$ cat src/rtl/tmps_pkg.sv
package tmps_pkg;

  // Field widths and counts fixed by the channel formats.
  localparam int SRC_COUNT = 9;
  localparam int IDX_W     = 4;
  localparam int LINE_W    = 6;
  localparam int FIELD_W   = 6;
  localparam int LPF_W     = 5;
  localparam int WEIGHT_W  = 36;
  localparam int CFG_IDX_W = 2;
  localparam int RUN_W     = 8;

  localparam logic [WEIGHT_W-1:0] WEIGHTS_RESET = 36'd5991772981;
  localparam logic [LPF_W-1:0]    LPF_RESET     = 5'd16;
  localparam logic [FIELD_W-1:0]  FPC_RESET     = 6'd50;
  localparam logic [LINE_W-1:0]   LINE_RESET    = 6'd16;
  localparam logic [RUN_W-1:0]    QUIET_AFTER   = 8'd8;

  // Configuration register indexes.
  localparam logic [CFG_IDX_W-1:0] REG_WEIGHTS = 2'd0;
  localparam logic [CFG_IDX_W-1:0] REG_LPF     = 2'd1;
  localparam logic [CFG_IDX_W-1:0] REG_FPC     = 2'd2;

  // Result action codes.
  localparam logic [1:0] ACT_P830  = 2'd0;
  localparam logic [1:0] ACT_MOVE  = 2'd1;
  localparam logic [1:0] ACT_QUIET = 2'd2;

  // Datapath operation selected by the current microcode word.
  typedef enum logic [2:0] {
    OP_WAIT,
    OP_SEARCH,
    OP_FIELD,
    OP_DECIDE,
    OP_DRAIN
  } op_t;

  // Conditions the datapath reports back to the sequencer.
  typedef struct packed {
    logic accept;
    logic cd_zero;
    logic drain_done;
  } status_t;

  // Effective countdown weight: streams without weight bits use 1, and 0 counts as 1.
  function automatic logic [3:0] eff_weight(input logic [WEIGHT_W-1:0] w,
                                            input logic [IDX_W-1:0] s);
    logic [3:0] raw;
    raw = '0;
    if (s < IDX_W'(SRC_COUNT)) begin
      raw = w[{s, 2'b00} +: 4];
    end
    return (raw == 4'd0) ? 4'd1 : raw;
  endfunction

endpackage

$ cat src/rtl/tmps_seq.sv
module tmps_seq (
  input  logic              clk,
  input  logic              rst,
  input  tmps_pkg::status_t status,
  output tmps_pkg::op_t     op
);
  import tmps_pkg::*;

  typedef logic [2:0] step_t;

  typedef enum logic [2:0] {
    C_NEVER,
    C_ALWAYS,
    C_ACCEPT,
    C_CD_ZERO,
    C_DRAIN_DONE
  } cond_t;

  typedef struct packed {
    op_t   op;
    cond_t cond;
    logic  hold;
    step_t target;
  } ucode_t;

  localparam step_t ST_WAIT   = 3'd0;
  localparam step_t ST_SEARCH = 3'd1;
  localparam step_t ST_FIELD  = 3'd2;
  localparam step_t ST_DECIDE = 3'd3;
  localparam step_t ST_DRAIN  = 3'd4;

  // The program: a taken condition jumps to target, otherwise the word either
  // repeats (hold) or falls through to the next step.
  function automatic ucode_t rom(input step_t a);
    ucode_t w;
    unique case (a)
      ST_WAIT:   w = '{op: OP_WAIT,   cond: C_ACCEPT,     hold: 1'b1, target: ST_SEARCH};
      ST_SEARCH: w = '{op: OP_SEARCH, cond: C_CD_ZERO,    hold: 1'b1, target: ST_FIELD};
      ST_FIELD:  w = '{op: OP_FIELD,  cond: C_NEVER,      hold: 1'b0, target: ST_WAIT};
      ST_DECIDE: w = '{op: OP_DECIDE, cond: C_NEVER,      hold: 1'b0, target: ST_WAIT};
      ST_DRAIN:  w = '{op: OP_DRAIN,  cond: C_DRAIN_DONE, hold: 1'b1, target: ST_WAIT};
      default:   w = '{op: OP_WAIT,   cond: C_ALWAYS,     hold: 1'b0, target: ST_WAIT};
    endcase
    return w;
  endfunction

  step_t  step;
  step_t  step_next;
  ucode_t word;
  logic   cond_met;

  assign word = rom(step);
  assign op   = word.op;

  always_comb begin
    unique case (word.cond)
      C_NEVER:      cond_met = 1'b0;
      C_ALWAYS:     cond_met = 1'b1;
      C_ACCEPT:     cond_met = status.accept;
      C_CD_ZERO:    cond_met = status.cd_zero;
      C_DRAIN_DONE: cond_met = status.drain_done;
      default:      cond_met = 1'b1;
    endcase
  end

  always_comb begin
    if (cond_met) begin
      step_next = word.target;
    end else if (word.hold) begin
      step_next = step;
    end else begin
      step_next = step + 3'd1;
    end
  end

  always_ff @(posedge clk) begin
    if (rst) begin
      step <= ST_WAIT;
    end else begin
      step <= step_next;
    end
  end

endmodule

$ cat src/rtl/tmps_datapath.sv
module tmps_datapath #(
  parameter int STREAM_COUNT = 9
) (
  input  logic                                  clk,
  input  logic                                  rst,
  input  tmps_pkg::op_t                         op,
  output tmps_pkg::status_t                     status,
  input  logic                                  in_valid,
  input  logic [tmps_pkg::SRC_COUNT-1:0]        source_empty,
  input  logic [tmps_pkg::SRC_COUNT-1:0]        source_header,
  input  logic                                  output_full,
  input  logic                                  cfg_wr,
  input  logic [tmps_pkg::CFG_IDX_W-1:0]        cfg_index,
  input  logic [tmps_pkg::WEIGHT_W-1:0]         cfg_data,
  input  logic                                  out_stall,
  output logic                                  out_valid,
  output logic [1:0]                            action,
  output logic [tmps_pkg::IDX_W-1:0]            stream_index,
  output logic                                  is_header,
  output logic [tmps_pkg::LINE_W-1:0]           line_number,
  output logic [tmps_pkg::FIELD_W-1:0]          field_number,
  output logic                                  last_of_step
);
  import tmps_pkg::*;

  localparam int PTR_W = $clog2(STREAM_COUNT);

  logic [WEIGHT_W-1:0] weights;
  logic [LPF_W-1:0]    lpf;
  logic [FIELD_W-1:0]  fpc;

  logic [3:0]              countdown [STREAM_COUNT];
  logic [STREAM_COUNT-1:0] hold;
  logic [PTR_W-1:0]        ptr;
  logic [RUN_W-1:0]        hold_run;
  logic [LINE_W-1:0]       line_count;
  logic [FIELD_W-1:0]      field_count;

  logic [SRC_COUNT-1:0]    empty_q;
  logic [SRC_COUNT-1:0]    header_q;
  logic                    full_q;
  logic [STREAM_COUNT-1:0] empty_vec;
  logic [STREAM_COUNT-1:0] header_vec;

  // Up to two results per step wait here until the step is complete.
  logic [1:0]        slot_act  [2];
  logic [IDX_W-1:0]  slot_idx  [2];
  logic              slot_hdr  [2];
  logic [LINE_W-1:0] slot_line [2];
  logic [1:0]        n_res;
  logic              k;

  logic [3:0]         cd_cur;
  logic               cd_zero;
  logic [PTR_W-1:0]   ptr_inc;
  logic               field_start;
  logic [FIELD_W-1:0] fc_wrapped;
  logic               cur_held;
  logic               cur_empty;
  logic               cur_hdr;
  logic [RUN_W-1:0]   hr_inc;
  logic [LINE_W-1:0]  line_inc;
  logic               emit_move;
  logic               emit_quiet;
  logic               load_ok;
  logic               last_slot;
  logic               accept;
  logic               do_load;

  for (genvar i = 0; i < STREAM_COUNT; i++) begin : g_src
    if (i < SRC_COUNT) begin : g_in
      assign empty_vec[i]  = empty_q[i];
      assign header_vec[i] = header_q[i];
    end else begin : g_pad
      assign empty_vec[i]  = 1'b0;
      assign header_vec[i] = 1'b0;
    end
  end

  assign accept      = (op == OP_WAIT) && in_valid;
  assign cd_cur      = countdown[ptr];
  assign cd_zero     = (cd_cur == 4'd0);
  assign ptr_inc     = (ptr == PTR_W'(STREAM_COUNT - 1)) ? '0 : ptr + 1'b1;
  assign field_start = (line_count >= {1'b0, lpf});
  assign fc_wrapped  = (field_count >= fpc) ? '0 : field_count;
  assign cur_held    = hold[ptr];
  assign cur_empty   = empty_vec[ptr];
  assign cur_hdr     = header_vec[ptr];
  assign hr_inc      = (hold_run == {RUN_W{1'b1}}) ? hold_run : hold_run + 1'b1;
  assign line_inc    = line_count + 1'b1;
  assign emit_move   = !cur_held && !cur_empty && !full_q;
  assign emit_quiet  = cur_held && (hr_inc >= QUIET_AFTER) && !full_q;
  assign load_ok     = !out_valid || !out_stall;
  assign last_slot   = (({1'b0, k} + 2'd1) == n_res);
  assign do_load     = (op == OP_DRAIN) && (n_res != 2'd0) && load_ok;

  assign status.accept     = accept;
  assign status.cd_zero    = cd_zero;
  assign status.drain_done = (op == OP_DRAIN) && ((n_res == 2'd0) || (load_ok && last_slot));

  always_ff @(posedge clk) begin
    if (rst) begin
      weights <= WEIGHTS_RESET;
      lpf     <= LPF_RESET;
      fpc     <= FPC_RESET;
    end else if (cfg_wr) begin
      case (cfg_index)
        REG_WEIGHTS: weights <= cfg_data;
        REG_LPF:     lpf     <= cfg_data[LPF_W-1:0];
        REG_FPC:     fpc     <= cfg_data[FIELD_W-1:0];
        default: begin
        end
      endcase
    end
  end

  always_ff @(posedge clk) begin
    if (rst) begin
      for (int i = 0; i < STREAM_COUNT; i++) begin
        countdown[i] <= eff_weight(WEIGHTS_RESET, IDX_W'(i));
      end
    end else if ((op == OP_SEARCH) && !cd_zero) begin
      countdown[ptr] <= cd_cur - 4'd1;
    end else if (op == OP_DECIDE) begin
      countdown[ptr] <= eff_weight(weights, IDX_W'(ptr));
    end
  end

  always_ff @(posedge clk) begin
    if (rst) begin
      ptr         <= '0;
      hold        <= '0;
      hold_run    <= '0;
      line_count  <= LINE_RESET;
      field_count <= '0;
      n_res       <= '0;
      k           <= 1'b0;
    end else begin
      case (op)
        OP_SEARCH: begin
          if (!cd_zero) begin
            ptr <= ptr_inc;
          end
        end
        OP_FIELD: begin
          if (field_start) begin
            hold        <= '0;
            field_count <= fc_wrapped + 1'b1;
            if (fc_wrapped == '0) begin
              line_count <= 6'd1;
              n_res      <= 2'd1;
            end else begin
              line_count <= '0;
            end
          end
        end
        OP_DECIDE: begin
          k <= 1'b0;
          if (!cur_held) begin
            hold_run <= '0;
            if (cur_empty || (!full_q && cur_hdr)) begin
              hold[ptr] <= 1'b1;
            end
          end else begin
            hold_run <= hr_inc;
          end
          if (emit_move || emit_quiet) begin
            line_count <= line_inc;
            n_res      <= n_res + 2'd1;
          end
        end
        OP_DRAIN: begin
          if (do_load) begin
            k <= ~k;
          end
          if (status.drain_done) begin
            n_res <= '0;
          end
        end
        default: begin
        end
      endcase
    end
  end

  always_ff @(posedge clk) begin
    if (accept) begin
      empty_q  <= source_empty;
      header_q <= source_header;
      full_q   <= output_full;
    end
    if ((op == OP_FIELD) && field_start && (fc_wrapped == '0)) begin
      slot_act[0]  <= ACT_P830;
      slot_idx[0]  <= '0;
      slot_hdr[0]  <= 1'b0;
      slot_line[0] <= 6'd1;
    end
    if ((op == OP_DECIDE) && (emit_move || emit_quiet)) begin
      slot_act[n_res[0]]  <= emit_move ? ACT_MOVE : ACT_QUIET;
      slot_idx[n_res[0]]  <= emit_move ? IDX_W'(ptr) : '0;
      slot_hdr[n_res[0]]  <= emit_move && cur_hdr;
      slot_line[n_res[0]] <= line_inc;
    end
    if (do_load) begin
      action       <= slot_act[k];
      stream_index <= slot_idx[k];
      is_header    <= slot_hdr[k];
      line_number  <= slot_line[k];
      field_number <= field_count;
      last_of_step <= last_slot;
    end
  end

  always_ff @(posedge clk) begin
    if (rst) begin
      out_valid <= 1'b0;
    end else if (do_load) begin
      out_valid <= 1'b1;
    end else if (!out_stall) begin
      out_valid <= 1'b0;
    end
  end

endmodule

$ cat src/rtl/teletext_magazine_packet_scheduler_unit.sv
// Channel   Direction  Handshake            Payload
// input     in         in_valid / in_stall  source_empty, source_header, output_full
// output    out        out_valid/out_stall  action, stream_index, is_header,
//                                           line_number, field_number, last_of_step
// config    in         cfg_valid/cfg_ready  cfg_index, cfg_data
//
// One scheduling step runs the search, field, decide and drain words once it is
// accepted. The search moves the ring pointer past D non-zero countdowns (at
// most 15 per stream), one stream per cycle, decrementing each, and the drain
// hands out R results (0 to 2), waiting while the output is stalled.
// Reset is synchronous and active high; it restores the default registers and
// loads every countdown from the default weights. No clearing pass is needed.
// A stalled result sits in the output register; the next step can be accepted
// while it waits, but its own results are only loaded once that one is taken.
module teletext_magazine_packet_scheduler_unit #(
  parameter int STREAM_COUNT = 9
) (
  input  logic                            clk,
  input  logic                            rst,
  input  logic                            in_valid,
  output logic                            in_stall,
  input  logic [tmps_pkg::SRC_COUNT-1:0]  source_empty,
  input  logic [tmps_pkg::SRC_COUNT-1:0]  source_header,
  input  logic                            output_full,
  output logic                            out_valid,
  input  logic                            out_stall,
  output logic [1:0]                      action,
  output logic [tmps_pkg::IDX_W-1:0]      stream_index,
  output logic                            is_header,
  output logic [tmps_pkg::LINE_W-1:0]     line_number,
  output logic [tmps_pkg::FIELD_W-1:0]    field_number,
  output logic                            last_of_step,
  input  logic                            cfg_valid,
  output logic                            cfg_ready,
  input  logic [tmps_pkg::CFG_IDX_W-1:0]  cfg_index,
  input  logic [tmps_pkg::WEIGHT_W-1:0]   cfg_data
);
  import tmps_pkg::*;

  op_t     op;
  status_t status;
  logic    cfg_wr;

  // Register writes are always taken; the datapath registers them at the next clock edge.
  assign cfg_ready = 1'b1;
  assign cfg_wr    = cfg_valid && cfg_ready;

  // New steps are only taken while the program sits on its wait word.
  assign in_stall = (op != OP_WAIT);

  // The sequencer walks the control program: wait, search the ring, field
  // bookkeeping, stream decision, then hand out the collected results.
  tmps_seq u_seq (
    .clk    (clk),
    .rst    (rst),
    .status (status),
    .op     (op)
  );

  // The datapath holds the countdowns, holds, counters, result slots and the
  // output register, and carries out whatever operation the program selects.
  tmps_datapath #(
    .STREAM_COUNT (STREAM_COUNT)
  ) u_dp (
    .clk           (clk),
    .rst           (rst),
    .op            (op),
    .status        (status),
    .in_valid      (in_valid),
    .source_empty  (source_empty),
    .source_header (source_header),
    .output_full   (output_full),
    .cfg_wr        (cfg_wr),
    .cfg_index     (cfg_index),
    .cfg_data      (cfg_data),
    .out_stall     (out_stall),
    .out_valid     (out_valid),
    .action        (action),
    .stream_index  (stream_index),
    .is_header     (is_header),
    .line_number   (line_number),
    .field_number  (field_number),
    .last_of_step  (last_of_step)
  );

endmodule

$ cat config.mk
export PLATFORM = sky130hd
export DESIGN_NAME = teletext_magazine_packet_scheduler_unit
export DESIGN_NICKNAME = d
export VERILOG_FILES = /design/src/rtl/tmps_pkg.sv /design/src/rtl/tmps_seq.sv /design/src/rtl/tmps_datapath.sv /design/src/rtl/teletext_magazine_packet_scheduler_unit.sv
export SDC_FILE = /design/constraint.sdc
export NUM_CORES = 1
export LEC_CHECK = 0
export BUFFER_PORTS_ARGS = -buffer_cell sky130_fd_sc_hd__buf_2
export CAP_MARGIN = 5
export CORE_ASPECT_RATIO = 0.6
export CORE_UTILIZATION = 54
export CTS_CLUSTER_SIZE = 14
export DETAILED_ROUTE_END_ITERATION = 12
export PLACE_DENSITY = 0.76
export SLEW_MARGIN = 25
export SYNTH_ARGS = -nofsm -noshare
export SYNTH_HDL_FRONTEND = slang
export SYNTH_SLANG_ARGS = --single-unit
$ cat constraint.sdc
create_clock -name clk -period 2.8 [get_ports clk]
set_input_delay 0.14 -clock clk [delete_from_list [all_inputs] [get_ports clk]]
set_output_delay 0.14 -clock clk [all_outputs]
set_load 0.03 [all_outputs]
=== Yosys cells after proc, flatten, opt, wreduce, memory -nomap -nowiden ===
Memories as Yosys holds them, arrays and structs flattened. A register that Yosys moved wholly into a read port is not among the register bits.
Cells that the tools add are included.

* Reductions and logical operators: 58
* Order comparisons: 6
* Shift-type cells: 1
* Mux-type cells: 81
* Equal/unequal tests: 25
* Add/sub/neg operators: 8
* Bitwise logic cells: 4

{| class="wikitable"
|+ Operator list
! kind !! count
|-
| $mux 4 || 23
|-
| $pmux 10 s5 || 1
|-
| $shiftx 36x7->4 || 1
|-
| $mux 1 || 31
|-
| $logic_not 4->1 || 7
|-
| $mux 9 || 3
|-
| $mux 6 || 4
|-
| $eq 3x2->1 const B || 6
|-
| $pmux 9 s2 || 1
|-
| $logic_and 1x1->1 || 16
|-
| $mux 8 || 2
|-
| $add 6x1->6 const B || 2
|-
| $bmux 1 s4 || 3
|-
| $mux 2 || 6
|-
| $pmux 6 s2 || 1
|-
| $reduce_and 2->1 || 6
|-
| $ne 2x1->1 const B || 5
|-
| $eq 3x3->1 const B || 3
|-
| $logic_not 3->1 || 3
|-
| $or 9x9->9 || 1
|-
| $add 8x1->8 const B || 1
|-
| $eq 8x8->1 const B || 1
|-
| $ge 8x4->1 const B || 1
|-
| $ne 2x2->1 const B || 4
|-
| other kinds (35) || 51
|}

* Bits in registers: 113
* Bits in writable memories: 62
* Input port bits: 62
* Output and inout bits: 23
* Word-level logic and storage cells: 205
* Memories kept: 5

{| class="wikitable"
|+ Memory list
! name !! depth !! bits a word !! rd ports !! clocked after Yosys merged registers in !! write ports !! RTL line !! RTL
|-
| u_dp.countdown || 9 || 4 || 1 || 1 || 9 || tmps_datapath.sv:32 || <nowiki>logic [3:0] countdown [STREAM_COUNT];</nowiki>
|-
| u_dp.slot_line || 2 || 6 || 1 || 1 || 1 || tmps_datapath.sv:49 || <nowiki>logic [LINE_W-1:0] slot_line [2];</nowiki>
|-
| u_dp.slot_idx || 2 || 4 || 1 || 1 || 1 || tmps_datapath.sv:47 || <nowiki>logic [IDX_W-1:0] slot_idx [2];</nowiki>
|-
| u_dp.slot_act || 2 || 2 || 1 || 1 || 1 || tmps_datapath.sv:46 || <nowiki>logic [1:0] slot_act [2];</nowiki>
|-
| u_dp.slot_hdr || 2 || 1 || 1 || 1 || 1 || tmps_datapath.sv:48 || <nowiki>logic slot_hdr [2];</nowiki>
|}

=== Depth between registers and ports, before layout ===
* Word-level depth: 11
* Mapped depth: 13
* Depth with buffers taken out: 13

=== Cells and area by module ===
A second synthesis with hierarchy kept.

* Cells, all modules: 907
* Area, all modules: 10273.6 µm²

{| class="wikitable"
|+ Modules (own cells, without submodules)
! module !! cells an instance !! times used !! area each (µm²)
|-
| tmps_datapath || 866 || 1 || 9949.5
|-
| tmps_seq || 38 || 1 || 306.5
|-
| teletext_magazine_packet_scheduler_unit || 3 || 1 || 17.5
|}

=== Least setup slack after synthesis ===
No wires, ideal clock.

* Kind: register to register
* Start point: reg u_dp.ptr[0]
* End point: mem u_dp.slot_act[0][0], enable pin
* Path buffers: 2
* Stages on the path, launching flop included: 9
* Path slack: -0.243 ns
* Arrival time: 2.659 ns
* Library setup time: 0.384 ns
* Required time: 2.416 ns
* Cell sequence: dfxtp_1 -> buf_6 -> mux4_2 -> nand2b_4 -> a31oi_4 -> nor3_2 -> or4_1 -> buf_2 -> o21ai_1

* Word-level cells in the longest chain between the ends: 11
* Elaborated cells on any way between the ends: 17

{| class="wikitable"
|+ Ends and longest elaborated chain
! item !! RTL line !! RTL
|-
| from (decl) || tmps_datapath.sv:34 || <nowiki>logic [PTR_W-1:0] ptr;</nowiki>
|-
| from (signal assigned) || tmps_datapath.sv:142 || <nowiki>ptr <= ptr_inc;</nowiki>
|-
| $bmux 1 s4, on equally long branches || tmps_datapath.sv:86, tmps_datapath.sv:87 ||
|-
| $mux 1, on equally long branches || tmps_datapath.sv:86, tmps_datapath.sv:87 ||
|-
| $logic_not 1->1 || tmps_datapath.sv:91 || <nowiki>assign emit_move = !cur_held && !cur_empty && !full_q;</nowiki>
|-
| $logic_and 1x1->1 (2 in series) || tmps_datapath.sv:91 ||
|-
| $logic_or 1x1->1 * || tmps_datapath.sv:198 || <nowiki>if ((op == OP_DECIDE) && (emit_move || emit_quiet)) begin</nowiki>
|-
| $logic_and 1x1->1 * || tmps_datapath.sv:198 ||
|-
| $mux 1 * || tmps_datapath.sv:198 ||
|-
| $mux 1 * || tmps_datapath.sv:199 || <nowiki>slot_act[n_res[0]] <= emit_move ? ACT_MOVE : ACT_QUIET;</nowiki>
|-
| $reduce_or 2->1 (no line) || -- ||
|-
| $mux 1 (no line) || -- ||
|-
| to (decl) || tmps_datapath.sv:46 ||
|}

Every way passes the cells marked *; elsewhere a longest branch is shown, timed or not. The select of a mux whose other input is x is not followed.

==> results.yml <==
outcome:
  outcome: "finished with violations"
  violations_in_the_final_reports: "negative setup slack"
floorplan:
  fp.dieW_um: 178
  core_mm2: 0.0181
  initial_core_util_pct: 55.3
  boundaryPins: 85
  die_height_um: 107
  core.rowCount: 38
  floorplan.die_area_mm2: 0.0191
drt:
  wl_per_cell_um: 20.8
  avgViaCountPerCell: 6.03
  drc: 0
  detail_route.iter0.violations: 930
  route.antenna.remaining_nets: 0
  drt_first_pass_iters: 8
  routed_wire_length_mm: 27.4
  routed-via-count: 7972
critical_path:
  regToRegSetupSlack_ns: -0.10
  crit_chain: "clkbuf_16 > buf_12 > mux4_2 > mux4_2 > nor3b_4 > nor2_4 > o21ai_4 > buf_12 > o21ai_1"
  worstSetupEndpointType: "flip-flop"
  crit_family: "multiplexers"
  cp_data_arrival_time_ns: 3.10
  reg2regPathDepth: 9
  critPathMaxFanout: 9
  required_ns: 3.00
  path_buf_inv: 3
  criticalPathCategory: "reg -> reg"
  crit_path_max_incr_delay_ns: 0.56
  crit-reg2reg-capture: "u_dp.countdown[8][0]$_SDFFCE_PN1P_"
  worstSetupStartpointType: "flip-flop"
  slowest_stage: "mux4_2"
global_route:
  grt_pass1_vias: 7464
  globalRouteOverflowTotal: 0
  antenna_found_initial: 0
  grt_first_pass_wirelength_mm: 41.3
  grt_util_all_layers_pct: 28.8
  grt_start_max_net_pins: 37
logic_synthesis:
  netlist.top_cell.by_area: "edfxtp_1"
  yosys_most_used_dff: "edfxtp_1"
  netlist_instances: 874
  total_of_flip_flops_plus_latches_after_synthesis: 220
  synth-warning-count: 0
  synthDistinctLibCells: 73
  synth.top_cell.area_share_pct: 38.8
  nets_in_the_synthesized_netlist: 962
  synth-edff-count: 129
  synth_area_per_cell_um2: 11.4
  share_of_synthesized_flip_flops_with_an_asynchronous_set_or_reset_pct: 0
  sequential_share_of_the_synthesized_area_pct: 57.0
  synthTopCellsByArea: "edfxtp_1 39%, dfxtp_1 18%, mux4_2 5.9%"
  synth_area_mm2: 0.00999
clock_tree:
  cts_buffer_count: 21
  cts_root_buf: "clkbuf_16"
  htree_num_levels: 1
  clkSinkCount: 220
  cts_tree: "done"
  worst_setup_hold_path_clk_slew_ns: 0.06
  bufs_on_longest_clock_path: 3
  clk-insertion-delay-late_ns: 0.50
layout:
  num-nets-final: 1155
  sequential_cell_area_mm2: 0.00570
  layout-drive-gt1-share_pct: 26.2
  mostFrequentLayoutCell: "edfxtp_1"
  layout_common_cells: "129 x edfxtp_1, 119 x nand2_1, 87 x dfxtp_1"
  multi_input_logic_area_mm2: 0.00405
  nFillCells: 1263
  synthToLayoutAreaGrowth_pct: 26.4
  antenna-diode-count: 0
power_and_ir_drop:
  fin_total_pwr_mw: 9.77
  leakagePower_nw: 4.74
  irDropWorstVdd_mv: 0.395
  pwr_density_cell_mw_per_mm2: 774
sta:
  fmax_mhz: 345
  finalSetupViolCount: 83
  tightest_slew_ns: 0.722
  timing_hold_violations_final: 0
  slew_headroom_pct: 51.9
  fin_crit_sh_pct: 104
  clock_skew_ns: 0.0137
  drv_slew: 0
  tns_ns: -4.22
  min_period_ns: 2.90
  worst_path_setup_slack_after_routing_ns: -0.102
  rsz0062_at_grt: "true"
placement:
  routabilityCongestion: 0.953
  io_buffer_count: 83
  detailedPlace.worstSlack_ns: -0.0934
  detailedPlacementHpwl_mm: 18.3
worst_hold_path:
  worst_hold_path_type: "in -> reg"
  hold_end: "u_dp.hold_run[1]$_SDFFE_PP0P_"
  critical_hold_path_startpoint: "rst"
  whs_path_depth: 3
job:
  max_cap_violations: 0
repair_timing:
item / 4_1_cts / 5_1_grt
setup endpoints to repair: 79 / 152
buffers inserted: 2 / 3
hold buffers: 56 / 0
endpoints found under the hold margin: 67 / 0
gates cloned: 0 / 2
pin swaps: 0 / 10
resized for setup: 13 / 21
cell families after synthesis:
logic type,Yosys count,share of synthesized area [%]
AND/OR/NAND/NOR,321,15.9
buffers and inverters,88,3.90
multiplexers,67,10.2
flip-flops,220,57.0
XOR/XNOR,7,0.614
AO/OA/AOI/OAI,144,9.13
adder cells (fa/ha/maj),26,3.26
other,1,0.0375
layer usage:
layer	vias to the layer above	wire, µm	track usage (%)
met5	-	0	0
met4	0	566	6.78
met3	61	3250	8.44
met2	503	11500	40.7
met1	3788	12100	43.0
li1	3620	-	-
flip-flops by register name, indices dropped and copies added, names as in the netlist, 3 cells and up, named ones only:
name / cells
u_dp.field_number: 6
u_seq.step: 3
u_dp.line_count: 6
u_dp.field_count: 6
u_dp.hold_run: 8
u_dp.countdown: 64
u_dp.header_q: 9
u_dp.fpc: 6
u_dp.empty_q: 9
u_dp.line_number: 6
u_dp.slot_idx: 8
u_dp.weights: 36
u_dp.hold: 9
u_dp.slot_act: 4
u_dp.stream_index: 4
u_dp.slot_line: 12
u_dp.ptr: 4
u_dp.lpf: 5
final cells by class:
class | count | share of cell area [%]
Sequential cell | 220 | 45.2
Clock inverter | 7 | 0.714
Clock buffer | 31 | 4.80
Timing Repair Buffer | 218 | 13.7
Inverter | 40 | 1.19
Tap cell | 240 | 2.38
Multi-Input combinational cell | 566 | 32.1
worst max path at each step:
stage	from	cells after the start	slack, ns	to
floorplan	flip-flop	12	-0.09	u_dp.countdown[11][0]$_DFFE_PP_
global placement	flip-flop	11	-0.03	u_dp.countdown[1][0]$_SDFFCE_PN1P_
detailed placement	flip-flop	11	-0.09	u_dp.countdown[1][0]$_SDFFCE_PN1P_
CTS	flip-flop	11	-0.05	u_dp.countdown[1][0]$_SDFFCE_PN1P_
global route	flip-flop	10	-0.20	u_dp.countdown[8][2]$_SDFFCE_PN0P_
finish	flip-flop	9	-0.10	u_dp.countdown[8][0]$_SDFFCE_PN1P_
worst reg2reg max path, cell delays in order (launching register included):
cell and delay, ns:
dfxtp_4 0.38, clkbuf_16 0.16, buf_12 0.11, mux4_2 0.53, mux4_2 0.56, nor3b_4 0.28
nor2_4 0.09, o21ai_4 0.18, buf_12 0.15, o21ai_1 0.16
stage by stage:
| step | instances | hold slack, ns | utilization [%] | instance area (µm²) |
|---|---|---|---|---|
| 2_1_floorplan | 874 | 0.239 | - | 10000 |
| 3_3_place_gp | 1221 | 0.316 | 61.7 | 11100 |
| 3_5_place_dp | 1221 | 0.318 | 61.7 | 11100 |
| 6_report | 1322 | 0.206 | 69.9 | 12600 |
| 4_1_cts | 1317 | 0.183 | 68.9 | 12500 |
| 5_1_grt | 1322 | 0.207 | 69.9 | 12600 |
power breakdown:
| group | leakage, nW | internal [mW] | switching [mW] |
|---|---|---|---|
| clock network | 0.343 | 1.69 | 1.20 |
| registers | 1.93 | 3.81 | 0.167 |
| logic | 2.46 | 1.24 | 1.67 |
cell usage after synthesis, types with 24 or more instances:
cell type	count
edfxtp_1	129
nor2_1	51
nand2_1	120
mux2i_1	24
clkbuf_1	30
o21ai_0	28
nor3_1	24
inv_1	38
ha_1	26
dfxtp_1	91
nand3_1	34
mux4_2	26
a21oi_1	47
No activity file was read; power rests on OpenSTA's default activity.
